[src/sv/ptbl_ram.sv]
// Generic simple dual-port RAM with one write port and a registered read port.
// No dependencies.
`default_nettype none
module ptbl_ram #(
  parameter int W     = 8,
  parameter int DEPTH = 16
) (
  input  wire logic                     clk,
  input  wire logic                     we,
  input  wire logic [$clog2(DEPTH)-1:0] waddr,
  input  wire logic [W-1:0]             wdata,
  input  wire logic                     re,
  input  wire logic [$clog2(DEPTH)-1:0] raddr,
  output      logic [W-1:0]             rdata
);
  logic [W-1:0] mem [DEPTH];

  always_ff @(posedge clk) begin
    if (we) begin
      mem[waddr] <= wdata;
    end
    if (re) begin
      rdata <= mem[raddr];
    end
  end
endmodule
`default_nettype wire

[config.mk]
export PLATFORM = sky130hd
export DESIGN_NAME = ptbl_ram
export DESIGN_NICKNAME = d
export VERILOG_FILES = /design/src/sv/ptbl_ram.sv
export SDC_FILE = /design/constraint.sdc
export NUM_CORES = 1
export LEC_CHECK = 0
export BUFFER_PORTS_ARGS = -buffer_cell sky130_fd_sc_hd__buf_2
export CAP_MARGIN = 10
export CELL_PAD_IN_SITES_DETAIL_PLACEMENT = 0
export CELL_PAD_IN_SITES_GLOBAL_PLACEMENT = 2
export CORE_UTILIZATION = 51
export CTS_CLUSTER_SIZE = 40
export DETAILED_ROUTE_END_ITERATION = 6
export PLACE_DENSITY_LB_ADDON = 0.1
export RECOVER_POWER = 25
export SLEW_MARGIN = 5
export SYNTH_ARGS = -nofsm -noshare
export SYNTH_HDL_FRONTEND = slang
export SYNTH_SLANG_ARGS = --single-unit
[constraint.sdc]
create_clock -name clk -period 5.1 [get_ports clk]
set_clock_uncertainty 0.1 [all_clocks]
set_input_delay 0.765 -clock clk [delete_from_list [all_inputs] [get_ports clk]]
set_output_delay 0.765 -clock clk [all_outputs]
set_load 0.01 [all_outputs]
* Word level (Yosys, flattened, before mapping)
Memory sizes are Yosys's and may differ from the RTL's. A register that Yosys moved wholly into a read port is not among the register bits.
Cells that the tools add are included.
** Storage, ports and cells
- Memories kept :: 1
- Register bits after elaboration :: 0
- Memory bits (writable) :: 128
- Bits of input ports :: 19
- Output and inout bits :: 8
- Word-level logic and storage cells :: 3
** Cells by class
- Muxes and demuxes :: 2
** Memories
- mem :: words 16, width 8, rd ports 1, clocked after Yosys merged registers in 1, wr ports 1, RTL line 16 : logic [W-1:0] mem [DEPTH];
** Operators with widths (count)
- two-way mux 1 bit :: 2

* Depth between registers and ports, before layout
- Depth in word-level cells :: 2
- Depth in mapped cells :: 5
- Gate-level depth less buffers :: 3

* Worst setup path before layout
OpenSTA, ideal clock, no wires.
- Path type :: input to register
- Start :: in waddr[2]
- End :: mem mem[0][0], enable pin
- Buffers on the path :: 0
- Cell stages on the path :: 2
- Arrival time :: 1.875 ns
- Slack :: 2.742 ns
- Data required time :: 4.617 ns
- Path through :: or3b_2 > nor3_1
** RTL lines
- start, declared :: RTL line 10 : input wire logic [$clog2(DEPTH)-1:0] waddr,
- end, declared :: RTL line 16
No word-level cell before the write port.

==> results <==
- The maximum ir drop on the vdd rail is 0.198 mV.
- The cell depth of the worst hold path is 1.
- The routed design could run at a clock period as short as 2.48 ns.
- The hold path startpoint is re.
- The number of max-slew violations in the final report is 0.
- The length in cells of the worst reg-to-reg path is 3.
- The net count of the finished layout is 287.
- The signal on the critical path passes through buf_2 -> mux4_1 -> a22oi_1 -> nand2_1.
- The fraction of layout instances using a drive strength above 1 is 24.6%.
- In this run the remaining antenna-violating nets after routing total 0.
- The worst path buffer plus inverter count is 1.
- The routed via count divided by cell count is 5.72.
- In this run the worst hold path is classified as in -> reg.
- The count of yosys warnings during synthesis is 0.
- Counting along the longest clock path gives a buffer depth of 2.
- After detailed routing, the number of remaining DRC violations is 0.
- The unique cell type count in the Yosys netlist is 18.
- The library cells used most frequently in the layout, excluding fill and tap cells, are edfxtp_1, buf_2, mux4_2.
- The synthesized cell area is 0.00523 mm^2.
- The power per standard cell area is 420 mW/mm^2.
- The hold buffer count at cts is 0.
- The growth of design area from synthesis to finish is 15.2%.
- The startpoint type of the worst setup path is a primary input.
- The kind of critical path is in -> reg.
- In this run, synthesis produced a sequential element count of 136.
- TritonCTS built the clock tree.
- The count of pins on the block boundary is 27.
- The number of resized instances in the post-cts repair step is 0.
- The total area of multi-input combinational cells is 0.00106 mm^2.
- The max capacitance violation total is 0.
- At the pin with the least slew margin, the transition time is 1.06 ns.
- 0 antenna diodes ended up in the layout.
- The worst pin sits at a relative slew slack of 29.5%.
- The global-route met1 utilization is 28.8%.
- The global routing usage on met3 is 5.65%.
- The number of port buffers is 26.
- CTS saw 136 sinks.
- Detailed placement ended at an HPWL of 5840 um.
- The clock-pin slew on the worst setup and hold paths is 0.06 ns.
- The total number of vias is 2369.
- Yosys attributes the largest share of cell area to edfxtp_1, mux4_2, mux4_1, a22oi_1, nor2_1.
- After routing, the total negative slack on setup checks comes to 0 ns.
- The first global-routing pass estimated 14400 um of wire.
- TritonCTS created 17 clock buffers.
- Before antenna repair, the detailed router went through 4 iterations.
- The cell row count is 36.
- The biggest area consumer among synthesized cells is edfxtp_1.
- The detailed router's first-iteration violation count is 171.
- The initial antenna violation count came to 0.
- The flow ran to the end, and the final reports show no timing, DRC or antenna violations.
- The via count of the first global-routing pass is 2380.
- The global routing stage identified its most utilized layer as met2.
- The largest individual stage delay along the critical path comes from the cell buf_2.
- Based on the critical path, the design can be clocked at up to 0.403 GHz.
- Of the available clock period, the critical path in the final layout requires 48.6%.
- STA puts the critical path data arrival time at 2.64 ns.
- In the global route stage, met2 resource usage came out at 31.1%.
- Leaving out fill and tap cells, the most frequent cell in the layout is edfxtp_1.
- The number of placed instances, taps included, is 382.
- The highest fanout seen on the critical path is 32.
- The core region is 0.00986 mm^2.
- The post-CTS repair timing setup buffer count is 0.
- Of the post-synthesis cell area, the dominant cell type holds 78.1%.
- The area of the die is 0.0107 mm^2.
- The number of levels the H-tree was split into is 4.
- Global routing consumed, over all layers together, 20.5% of the routing resources.
- The sequential element share of the synthesized area is 78.1%.
- At the later pin of the worst-skew pair, clock insertion delay measures 0.52 ns.
- For this run the aggregate overflow at the end of global routing stands at 0.
- After detailed routing, the average wire length per cell comes to 23.4 um.
- The critical register-to-register path endpoint is rdata[7]$_DFFE_PP_.
- The worst hold path terminates at rdata[2]$_DFFE_PP_.
- The worst hold slack across all endpoints is 0.525 ns.
- The clock root buffer is clkbuf_8.
- The final instance count without filler cells is 414.
- The floorplan step set the die height to 103 um.
- Wires add up to 9670 um.
- Fill cells in the final layout number 701.
- The largest net degree at the start of global routing is 33.
- The critical path required time is 5.26 ns.
- The largest single stage delay on the critical path is 0.79 ns.
- The kind of end point of the critical path is a flip-flop.
- The final setup violation count is 0.
- The number of instances in the synthesized netlist is 229.
- Across the whole layout, storage elements account for 0.00408 mm^2.
- Grouping stages by cell kind, the critical path spends the most delay in buffers and inverters.
- The minimum setup slack among reg-to-reg paths is 3.48 ns.
- The mean instance size in the synthesized netlist is 22.8 um^2.
- The die is 103 um wide.
- Setup repair after global routing left no endpoint under its margin.
- The number of failing hold endpoints at the final stage came to 0.
- The leakage power is 0.00198 uW.
- The startpoint identified for the worst register-to-register timing path is mem[3][7]$_DFFE_PP_.
- The initial core utilization is 53.0%.
- The global placement routability congestion is 0.673.
- The synthesized netlist net count is 248.
-- worst max path at each step --
| stage | from | end | slack, ns | cells after the start |
|---|---|---|---|---|
| after floorplan | waddr[2] | mem[0][0]$_DFFE_PP_ | 2.74 | 2 |
| after global placement | raddr[0] | rdata[0]$_DFFE_PP_ | 2.05 | 4 |
| after detailed placement | raddr[0] | rdata[0]$_DFFE_PP_ | 2.04 | 4 |
| after CTS | raddr[0] | rdata[0]$_DFFE_PP_ | 2.59 | 4 |
| after global routing | raddr[0] | rdata[7]$_DFFE_PP_ | 2.49 | 4 |
| final | raddr[0] | rdata[0]$_DFFE_PP_ | 2.62 | 4 |
-- stage by stage --
stage          utilization [%]  area [um^2]  setup WS (ns)  total power, uW
6_report                  61.0         6020           2.62             2530
5_1_grt                   61.0         6020           2.49             2600
4_1_cts                   61.1         6030           2.59             2550
3_5_place_dp              55.4         5470           2.04             1400
3_3_place_gp              55.4         5470           2.05             1400
2_1_floorplan                -         5230           2.74             1350
-- synth_stat cells, drive strengths merged --
| cell | number |
|---|---|
| a22oi | 16 |
| clkdlybuf4s25 | 3 |
| and2b | 1 |
| and2 | 1 |
| nor3 | 4 |
| mux4 | 32 |
| nor2 | 13 |
| nand2b | 2 |
| or3b | 1 |
| nand3 | 1 |
| nor2b | 1 |
| buf | 7 |
| nand2 | 9 |
| edfxtp | 136 |
| nand3b | 2 |
-- kinds of logic after synthesis --
group | Yosys count | share of synthesized area (%)
flip-flops | 136 | 78.1
AND/OR/NAND/NOR | 35 | 3.14
multiplexers | 32 | 14.8
AO/OA/AOI/OAI | 16 | 2.30
buffers and inverters | 10 | 1.65
-- per-layer routing --
metal | up-vias | wire (um)
li1 | 1062 | -
met1 | 1212 | 4170
met2 | 86 | 4670
met3 | 9 | 686
met4 | 0 | 133
met5 | - | 0
-- flip-flops by register name, summed over array words and instances, names as in the netlist --
name   cells
rdata      8
mem      128
-- worst register-to-register path, delay by kind of cell (launching register included) --
kind | cells | cell delay [ns]
muxes | 1 | 0.47
DFF | 1 | 0.35
AOI/OAI and AO/OA | 1 | 0.34
and+or+nand+nor | 1 | 0.10
-- power by group --
group / internal, uW / switching [uW]
clock: 738 / 417
sequential: 1260 / 6.20
combinational: 43.3 / 65.5
-- layout make-up --
class	count	area share, %
clock inverters	10	2.12
repair buffers	30	2.56
well taps	133	2.76
multi-input cells	83	17.6
clock buffers	22	7.19
flip-flops and latches	136	67.8
Power figures use the tool's default switching activity.
