$ cat src/sv/ptbl_pkg.sv
// Package for the polar table lookup: field widths, codes, row and line-unit types.
// No dependencies; every other file of the block but ptbl_ram imports it.
`default_nettype none
package ptbl_pkg;

  localparam int DEPTH_DEF = 256;

  localparam int REW = 24;
  localparam int ANW = 16;
  localparam int CFW = 16;
  localparam int CIW = 8;
  localparam int CDW = 24;

  // Internal widths of the interpolation datapath.
  localparam int CW  = 36;
  localparam int XW  = 26;
  localparam int AMW = CW + 1;
  localparam int BMW = XW + 1;
  localparam int PW  = AMW + BMW;
  localparam int DMW = XW;
  localparam int RW  = PW + 2;
  localparam int NSTEP = 6;

  localparam logic [1:0] CMD_CLEAR  = 2'd0;
  localparam logic [1:0] CMD_APPEND = 2'd1;
  localparam logic [1:0] CMD_QUERY  = 2'd2;

  localparam logic [2:0] ST_EXACT    = 3'd0;
  localparam logic [2:0] ST_ANGLE    = 3'd1;
  localparam logic [2:0] ST_REYNOLDS = 3'd2;
  localparam logic [2:0] ST_BILINEAR = 3'd3;
  localparam logic [2:0] ST_DEFAULT  = 3'd4;
  localparam logic [2:0] ST_FULL     = 3'd5;
  localparam logic [2:0] ST_ZERO_DIV = 3'd6;

  localparam logic [CIW-1:0] REG_RE_TOL   = CIW'(0);
  localparam logic [CIW-1:0] REG_ANG_TOL  = CIW'(1);
  localparam logic [CIW-1:0] REG_LIFT_DEF = CIW'(2);
  localparam logic [CIW-1:0] REG_DRAG_DEF = CIW'(3);

  typedef struct packed {
    logic [REW-1:0]        reynolds;
    logic signed [ANW-1:0] angle;
    logic signed [CFW-1:0] lift;
    logic signed [CFW-1:0] drag;
  } ptbl_row_t;

  typedef struct packed {
    logic signed [CW-1:0] y0;
    logic signed [CW-1:0] y1;
    logic signed [XW-1:0] x;
    logic signed [XW-1:0] x0;
    logic signed [XW-1:0] d;
  } ptbl_line_op_t;

  typedef struct packed {
    logic                 done;
    logic signed [RW-1:0] value;
  } ptbl_line_res_t;

  function automatic logic signed [CFW-1:0] sat16(input logic signed [RW-1:0] v);
    logic signed [RW-1:0] hi;
    logic signed [RW-1:0] lo;
    hi = RW'(32767);
    lo = -RW'(32768);
    if (v > hi) return 16'sh7fff;
    else if (v < lo) return 16'sh8000;
    else return v[CFW-1:0];
  endfunction

endpackage
`default_nettype wire

$ cat src/sv/ptbl_line.sv
// Iterative linear step y0 + ((y1 - y0) * (x - x0)) / d, quotient truncated toward zero.
// Shift-add multiply, then restoring division; depends on ptbl_pkg.
`default_nettype none
module ptbl_line import ptbl_pkg::*; (
  input  wire logic           clk,
  input  wire logic           rst_n,
  input  wire logic           start,
  input  wire ptbl_line_op_t  op,
  output      ptbl_line_res_t res
);
  localparam int CTW = $clog2(PW);
  localparam logic [1:0] L_IDLE = 2'd0;
  localparam logic [1:0] L_MUL  = 2'd1;
  localparam logic [1:0] L_DIV  = 2'd2;
  localparam logic [1:0] L_FIN  = 2'd3;

  logic [1:0]           st_r;
  logic [CTW-1:0]       cnt_r;
  logic signed [CW-1:0] y0_r;
  logic                 neg_r;
  logic [PW-1:0]        mc_r;
  logic [BMW-1:0]       mp_r;
  logic [PW-1:0]        acc_r;
  logic [DMW-1:0]       dm_r;
  logic [DMW-1:0]       rem_r;
  logic                 done_r;
  logic signed [RW-1:0] value_r;

  logic signed [CW:0]   a_w;
  logic signed [XW:0]   b_w;
  logic [CW:0]          am_w;
  logic [XW:0]          bm_w;
  logic [DMW-1:0]       dm_w;
  logic [DMW:0]         trial_w;
  logic                 ge_w;
  logic signed [RW-1:0] q_w;

  always_comb begin
    a_w  = {op.y1[CW-1], op.y1} - {op.y0[CW-1], op.y0};
    b_w  = {op.x[XW-1], op.x} - {op.x0[XW-1], op.x0};
    am_w = a_w[CW] ? -a_w : a_w;
    bm_w = b_w[XW] ? -b_w : b_w;
    dm_w = op.d[XW-1] ? -op.d : op.d;
    trial_w = {rem_r, acc_r[PW-1]};
    ge_w    = trial_w >= {1'b0, dm_r};
    q_w     = $signed({2'b00, acc_r});
  end

  always_ff @(posedge clk) begin
    if (!rst_n) begin
      st_r   <= L_IDLE;
      done_r <= 1'b0;
    end else begin
      done_r <= (st_r == L_FIN);
      unique case (st_r)
        L_IDLE: begin
          if (start) begin
            y0_r  <= op.y0;
            neg_r <= a_w[CW] ^ b_w[XW] ^ op.d[XW-1];
            mc_r  <= PW'(am_w);
            mp_r  <= bm_w;
            dm_r  <= dm_w;
            acc_r <= '0;
            rem_r <= '0;
            cnt_r <= '0;
            st_r  <= L_MUL;
          end
        end
        L_MUL: begin
          if (mp_r[0]) begin
            acc_r <= acc_r + mc_r;
          end
          mc_r <= {mc_r[PW-2:0], 1'b0};
          mp_r <= {1'b0, mp_r[BMW-1:1]};
          if (cnt_r == CTW'(BMW - 1)) begin
            cnt_r <= '0;
            st_r  <= L_DIV;
          end else begin
            cnt_r <= cnt_r + CTW'(1);
          end
        end
        L_DIV: begin
          rem_r <= ge_w ? DMW'(trial_w - {1'b0, dm_r}) : trial_w[DMW-1:0];
          acc_r <= {acc_r[PW-2:0], ge_w};
          if (cnt_r == CTW'(PW - 1)) begin
            st_r <= L_FIN;
          end else begin
            cnt_r <= cnt_r + CTW'(1);
          end
        end
        L_FIN: begin
          value_r <= {{(RW-CW){y0_r[CW-1]}}, y0_r} + (neg_r ? -q_w : q_w);
          st_r    <= L_IDLE;
        end
        default: st_r <= L_IDLE;
      endcase
    end
  end

  assign res.done  = done_r;
  assign res.value = value_r;
endmodule
`default_nettype wire

$ cat config.mk
export PLATFORM = sky130hd
export DESIGN_NAME = ptbl_line
export DESIGN_NICKNAME = d
export VERILOG_FILES = /design/src/sv/ptbl_pkg.sv /design/src/sv/ptbl_line.sv
export SDC_FILE = /design/constraint.sdc
export NUM_CORES = 1
export LEC_CHECK = 0
export BUFFER_PORTS_ARGS = -buffer_cell sky130_fd_sc_hd__buf_2
export CORE_ASPECT_RATIO = 1.1
export CORE_MARGIN = 10
export CORE_UTILIZATION = 25
export DETAILED_ROUTE_END_ITERATION = 10
export GPL_ROUTABILITY_DRIVEN = 0
export SLEW_MARGIN = 20
export SYNTH_ARGS = -nofsm -noshare
export SYNTH_HDL_FRONTEND = slang
export SYNTH_SLANG_ARGS = --single-unit
export TNS_END_PERCENT = 10
$ cat constraint.sdc
create_clock -name clk -period 12.6 [get_ports clk]
set_input_delay 1.26 -clock clk [delete_from_list [all_inputs] [get_ports clk]]
set_output_delay 1.26 -clock clk [all_outputs]
set_load 0.01 [all_outputs]
* Word level (Yosys, flattened, before mapping)
Index checks and enable logic that the tools add are counted.
Word-level totals: bits in registers 319, bits in latches 0, RAM bits 0, ROM bits 0, logic and storage cells 68, memories kept 0
Operators by class: add/subtract/negate cells 10, multiply operators 0, div/mod/pow operators 0, $lt $le $gt $ge 1, equality and inequality tests 10, shifts and indexed selects 0, mux-type cells 22, bitwise logic cells 2, reduce and logical (&&, ||, !) cells 11
Operators by type and width (count):
- $mux 64 | 3
- $pmux 64 s3 | 1
- $pmux 64 s2 | 1
- $add 66x66->66 | 1
- $mux 66 | 1
- $neg 64->66 | 1
- $add 64x64->64 | 1
- $mux 27 | 2
- $pmux 27 s2 | 1
- $mux 26 | 2
- $pmux 26 s2 | 1
- $mux 37 | 1
- $neg 37->37 | 1
- $sub 36x36->37 | 1
- $ge 27x26->1 | 1
- $neg 27->27 | 1
- $sub 26x26->27 | 1
- $neg 26->26 | 1
- $sub 26x26->26 | 1
- $mux 25 | 1
- $mux 6 | 3
- $pmux 6 s3 | 1
- $reduce_and 3->1 | 4
- $ne 2x2->1 const B | 5
- 13 further kinds | 19

* Depth between registers and ports, before layout
Gate-level depths: netlist (run 1).
depth after elaboration 5, depth in mapped cells 23

* Worst setup path before layout (run 1)
Ideal clock, no wire load.
kind register to register, start point register acc_r[11], end point register value_r[64] (data pin), setup time 0.263 ns, arrival 4.952 ns, slack 7.385 ns, cell stages (with the launch flop) 23, path buffers 1, clock period less this slack 5.215 ns, path through edfxtp_1 -> or4_1 -> nor4_1 -> nand2b_1 -> or2_2 -> nor2_1 -> nand2_1 -> o31ai_1 -> xnor2_1 -> ha_1 -> clkbuf_1 -> nand2_1 -> nor4_1 -> nand4_1 -> nor4_1 -> a21boi_0 -> nor2_1 -> o211ai_1 -> a311oi_1 -> o21a_1 -> o21ai_1 -> a311oi_1 -> xnor2_1
On the way: word-level cells in the longest chain between the ends 3
Ends and longest elaborated chain:
- from (decl) | RTL line ptbl_line.sv:23 | logic [PW-1:0] acc_r;
- from (signal assigned) | RTL line ptbl_line.sv:71 | acc_r <= acc_r + mc_r;
- from (signal assigned) | RTL line ptbl_line.sv:84 | acc_r <= {acc_r[PW-2:0], ge_w};
- $neg 64->66 | RTL line ptbl_line.sv:92 | value_r <= {{(RW-CW){y0_r[CW-1]}}, y0_r} + (neg_r ? -q_w : q_w);
- $mux 66 (*) | RTL line ptbl_line.sv:92
- $add 66x66->66 (*) | RTL line ptbl_line.sv:92
- to (signal assigned) | RTL line ptbl_line.sv:92
- to (decl) | RTL line ptbl_line.sv:27 | logic signed [RW-1:0] value_r;
Mark *: on every way between the ends. The rest lies on a longest branch, timed or not. A chain may end at the register's enable or synchronous reset.

* Worst setup path after layout (run 1)
start point register acc_r[9], end point register value_r[64] (data pin)
The elaborated chain is that of the path after synthesis.

==> flow_summary.toml, run 1 <==
[outcome]
status = "complete, no violations"

[flow_run]
cap_viol_max_count = 0

[clock_network]
cts-resized-gates = 0
clock_path_buffers = 3
cts_inserted_buffers = 43
cts_setup_buffers = 0
htreeDepth = 2
clkTransAtPathRegs_ns = 0.06
cts_tree = "built"
cts.sinks = 319
cts_root_buf = "clkbuf_16"
ctsHoldBuffers = 0
worstSkewPairLatency_ns = 0.58

[worst_setup_path]
arrival_ns = 6.56
cp_num_buf_inv = 0
end_kind = "flip-flop"
r2r_cells = 21
crit_family = "simple AND/OR/NAND/NOR gates"
critPathMaxStageDelay_ns = 0.58
crit_type = "reg -> reg"
required_ns = 12.91
critPathLaunchType = "flip-flop"
cp_max_fo = 8
cp_num_cells = 21
crit_chain = "or4_1, nor4_1, nand2b_1, or2_2, nor2_1, nand2_1, o31ai_1, xnor2_1, ha_1, nand2_1, nor4_1, nand4_1, nor4_1, a21boi_0, nor2_1, o211ai_1, a311oi_1, o21a_1, o21ai_1, a311oi_1, xnor2_1"
slowest_stage = "or4_1"
path_common_cell = "nor4_1"

[global_route]
grt.busiest_layer = "met2"
grt_pass1_wl_microns = 121000
grt_overflow_total = 0
grt.met2_usage_pct = 20.3
grtUsageTotal_pct = 12.1
use_met3_pct = 2.30
grtUsageMet1_pct = 15.4
grt_max_degree = 93
antenna_found_initial = 15
grt_pass1_vias = 22026

[yosys]
async_flop_share_pct = 0
syn_inst = 2973
syn_area_sq_um = 27200
synth_fp_nets = 3357
yosys_warnings = 0
ys.flop_type = "edfxtp_1"
ys_ff_latch = 319
ys_seq_area_share_pct = 35.1
ys_types = 89
synth_edf_count = 316
syn_area_per_cell_sq_um = 9.16

[sta]
tightest_slew_ns = 1.06
slew_viol_final = 0
hold_violations = 0
holdWs_ns = 0.533
max_freq_ghz = 0.160
skew_ns = 0.0247
final.setup.tns_ns = 0
fin_crit_sh_pct = 49.7
rsz0062_at_grt = "no"
min_period_ns = 6.26
setup_violations = 0
slew_headroom_pct = 28.8

[place]
placed_area_sq_um = 29900
dp_hpwl_microns = 62200
io_buffers = 219

[final_layout]
final_layout_size_suffix_gt1_share_pct = 12.4
finish.instance_area_sq_um = 31300
area_growth_pct = 14.8
nFillCells = 11329
final_nets = 3533

[power]
p_int_mw = 3.66
sw_frac_of_total_pct = 41.2
switchingPower_mw = 2.56
pwr-share-seq_pct = 28.1
power_frac_clock_pct = 19.6
leakage_nw = 12.3
power.density_nw_per_um2 = 199
ir_worst_vdd_v = 0.000104
combPwrFrac_pct = 52.3

[die]
die_w_microns = 335
die-area_sq_um = 123000
fp.dieH_microns = 366
ioPinCount = 220
core_area_sq_um = 108000
initial_utilization_pct = 25.3
num_rows = 126

[detailed_routing]
wire_per_inst_microns = 16.8
drt_iter0_markers = 1290
vias = 22549
drc = 0
first_pass_iters = 6
final_antenna_net_count = 0
wirelength_microns = 77400
vias_per_cell = 4.90

[min_path]
whs_path_depth = 2
hold_path.class = "reg -> reg"
==> final timing paths <==
path              slack, ns           to      from
hold / removal         0.53      mp_r[1]   mp_r[2]
setup / recovery       6.34  value_r[64]  acc_r[9]
setup reg to reg       6.34  value_r[64]  acc_r[9]
hold reg to reg        0.53      mp_r[1]   mp_r[2]
==> power groups by stage <==
stage / sequential (mW) / clock [mW] / combinational [mW]
after floorplan: 1.71 / 0 / 2.54
after global placement: 1.76 / 0 / 3.22
after detailed placement: 1.77 / 0 / 3.24
after CTS: 1.75 / 1.26 / 3.26
after global routing: 1.78 / 1.30 / 3.64
final: 1.75 / 1.22 / 3.25
==> per-layer routing <==
metal  up-vias  wire [microns]
met5         -             108
met4        14            2570
met3       138            4090
met2       493           35800
met1     10559           34900
li1      11345               -
==> registers in the layout, summed over array words and instances (netlist names) <==
register	flops
value_r	66
neg_r	1
st_r	2
done_r	1
rem_r	26
acc_r	64
y0_r	36
mp_r	27
cnt_r	6
dm_r	26
mc_r	64
==> cell usage after synthesis (18+ instances only) <==
master | instances | area share [%]
o21ai_0 | 201 | 3.7
nor4_1 | 18 | 0.41
nand2_1 | 244 | 3.4
xnor2_1 | 234 | 7.5
nor3_1 | 53 | 0.97
a211oi_1 | 19 | 0.52
a21o_1 | 114 | 3.1
a22oi_1 | 34 | 0.94
a31oi_1 | 29 | 0.67
mux2i_1 | 25 | 0.92
nand2b_1 | 37 | 0.85
xor2_1 | 88 | 2.8
o31ai_1 | 52 | 1.4
nand4_1 | 38 | 0.87
o21bai_1 | 27 | 0.74
edfxtp_1 | 316 | 35
or2_2 | 18 | 0.41
a21oi_1 | 232 | 4.3
nor2_1 | 167 | 2.3
nand3_1 | 60 | 1.1
inv_1 | 159 | 2.2
nor2b_1 | 90 | 2.1
clkbuf_1 | 92 | 1.3
and2_1 | 52 | 1.2
mux2_2 | 46 | 1.9
ha_1 | 226 | 10
or3_1 | 35 | 0.80
o21a_1 | 43 | 1.2
and3_1 | 25 | 0.57
==> logic make-up (layout without fill, tap and decap cells) <==
group	count (synthesis)	count (layout)	share of synthesized area, %
AO/OA/AOI/OAI	896	896	21.3
AND/OR/NAND/NOR	873	873	16.1
XOR/XNOR	322	322	10.4
flip-flops	319	319	35.1
buffers and inverters	261	469	3.62
adder cells (fa/ha/maj)	231	231	10.7
multiplexers	71	71	2.82
other	0	9	0
==> cells in the final DEF, fill, tap and decap left out, types with 53 or more instances in the layout <==
cell / n
a21o_1: 114
a21oi_1: 231
buf_2: 219
edfxtp_1: 316
ha_1: 224
inv_1: 158
nand2_1: 244
nand3_1: 60
nor2_1: 167
nor2b_1: 90
nor3_1: 53
o21ai_0: 201
xnor2_1: 234
xor2_1: 88
==> tightest hold or removal path, delay by kind of cell, from the launching register on <==
kind	cells	cell delay (ns)
flops	1	0.32
compound gates	1	0.06
simple gates	1	0.04
==> area by class of cell <==
cell class / instances / area, sq um / area share [%]
repair buffers: 233 / 1200 / 3.84
multi-input cells: 2393 / 16800 / 53.6
clock buffers: 46 / 1090 / 3.48
inverters: 159 / 597 / 1.91
clock inverters: 31 / 304 / 0.972
diodes: 9 / 22.5 / 0.0720
well taps: 1408 / 1760 / 5.63
flip-flops and latches: 319 / 9550 / 30.5
==> metrics by stage <==
step	setup WS, ns	cells	total power [mW]	utilization, %
global placement	6.54	4512	4.98	27.7
detailed placement	6.41	4512	5.01	27.7
floorplan	7.39	2973	4.25	-
CTS	6.37	4589	6.26	29.0
global route	5.88	4593	6.72	29.0
finish	6.34	4598	6.22	29.0
Note: power is estimated with default switching activity, not from simulation.
==> run 2, diff against run 1 <==
==> constraint.sdc (replaced) <==
create_clock -name clk -period 5.7 [get_ports clk]
set_input_delay 0.57 -clock clk [delete_from_list [all_inputs] [get_ports clk]]
set_output_delay 0.57 -clock clk [all_outputs]
set_load 0.01 [all_outputs]
==> flow_summary.toml, run 2 (same netlist as run 1, synthesis figures left out) <==
[worst_setup_path]
critPathLaunchType = "flip-flop"
crit_family = "simple AND/OR/NAND/NOR gates"
required_ns = 6.03
arrival_ns = 5.74
cp_num_cells = 22
slowest_stage = "or4_1"
r2r_cells = 22
end_kind = "flip-flop"
cp_num_buf_inv = 1
crit_type = "reg -> reg"
cp_max_fo = 4
crit_chain = "or4_1, nor4_2, nand2b_1, or2_2, nor2_2, nand2_1, o31ai_1, xnor2_1, ha_1, nand2_1, nor4_2, nand4_1, nor4_1, a21boi_0, buf_4, nor2_1, o211ai_1, a311oi_2, o21a_1, o21ai_1, a311oi_1, xnor2_1"
critPathMaxStageDelay_ns = 0.61

[die]
ioPinCount = 220
die_w_microns = 335
die-area_sq_um = 123000
fp.dieH_microns = 366
core_area_sq_um = 108000
initial_utilization_pct = 25.3
num_rows = 126

[clock_network]
clock_path_buffers = 3
htreeDepth = 2
cts_inserted_buffers = 42
cts_root_buf = "clkbuf_16"
ctsHoldBuffers = 0
clkTransAtPathRegs_ns = 0.06
cts.sinks = 319
worstSkewPairLatency_ns = 0.60
cts_tree = "built"

[detailed_routing]
vias = 22801
drc = 0
first_pass_iters = 5
drt_iter0_markers = 1050
wirelength_microns = 78500
wire_per_inst_microns = 16.9
vias_per_cell = 4.92
final_antenna_net_count = 0

[global_route]
grt_max_degree = 94
antenna_found_initial = 16
grt_overflow_total = 0
grt_pass1_wl_microns = 122000
grtUsageTotal_pct = 12.3
grt_pass1_vias = 22245

[final_layout]
largest_register = "value_r"
largestRegisters = "value_r: 66 flops, acc_r: 64 flops, mc_r: 64 flops"
final_layout_size_suffix_gt1_share_pct = 13.9
mostFrequentLayoutCells = "edfxtp_1, nand2_1, xnor2_1"
multi_input_area_sq_um = 16800
final_common_cell = "edfxtp_1"
finish.instance_area_sq_um = 31700
seqCellArea_sq_um = 9550
nFillCells = 11396
area_growth_pct = 16.2
final_nets = 3572
largest_reg_flops = 66

[sta]
slew_viol_final = 0
setup_violations = 0
layout_setup_ws_ns = 0.288
slew_headroom_pct = 33.9
rsz0062_at_grt = "yes"
final.setup.tns_ns = 0
tightest_slew_ns = 0.991
holdWs_ns = 0.168
min_period_ns = 5.41
max_freq_ghz = 0.185
skew_ns = 0.0263
hold_violations = 0
fin_crit_sh_pct = 94.9

[flow_run]
cap_viol_max_count = 0

[place]
placed_area_sq_um = 30200
io_buffers = 219
dp_hpwl_microns = 63000
preCtsSetupSlack_ns = 0.126

[min_path]
hold_path.class = "in -> reg"
whs_path_depth = 1

[power]
ir_worst_vdd_v = 0.000235
power.density_nw_per_um2 = 443
leakage_nw = 12.6

[outcome]
status = "complete, no violations"
run 2: cell count changes in the layout (fill, tap and decap cells not counted), sizes merged:
cell,change
buf,+40
clkinv,-6
clkinvlp,+1
diode,-1
inv,+5
run 2: final timing paths:
check / startpoint / end / slack [ns]
setup / recovery: acc_r[11] / value_r[64] / 0.29
hold / removal: op[121] / y0_r[7] / 0.17
setup reg to reg: acc_r[11] / value_r[64] / 0.29
hold reg to reg: mp_r[2] / mp_r[1] / 0.53
run 2: layout make-up:
class                           instances  share of cell area (%)
Timing Repair Buffer                  273                    4.74
Multi-Input combinational cell       2393                    53.1
Sequential cell                       319                    30.2
Clock inverter                         31                    1.06
Inverter                              159                    1.88
Tap cell                             1408                    5.56
Clock buffer                           46                    3.43
Antenna cell                            8                  0.0632
run 2: what timing repair did:
item | 4_1_cts | 5_1_grt
endpoints found under the setup margin | 0 | 12
setup buffers | 0 | 1
resized for setup | 0 | 11
run 2: routing by layer:
| metal | vias up | wire length [microns] | global-route usage, % | share of wire (%) |
|---|---|---|---|---|
| met3 | 160 | 4630 | 2.58 | 5.9 |
| met1 | 10634 | 34700 | 15.4 | 44 |
| met2 | 538 | 35600 | 20.2 | 45 |
| li1 | 11447 | - | - | - |
| met4 | 22 | 3380 | 5.46 | 4.3 |
| met5 | - | 149 | 0 | 0.19 |
run 2: per-stage QoR:
stage,cells,util [%],power [mW]
5_1_grt,4632,29.4,15.1
3_3_place_gp,4551,28.0,11.2
2_1_floorplan,2973,-,9.38
4_1_cts,4628,29.3,14.1
6_report,4637,29.4,14.0
3_5_place_dp,4551,28.0,11.2
run 2: power breakdown:
group	internal [mW]	switching, mW	leakage (nW)
registers	3.45	0.376	2.99
clock network	1.63	1.13	0.683
logic	3.14	4.29	8.88
total	8.22	5.80	12.6
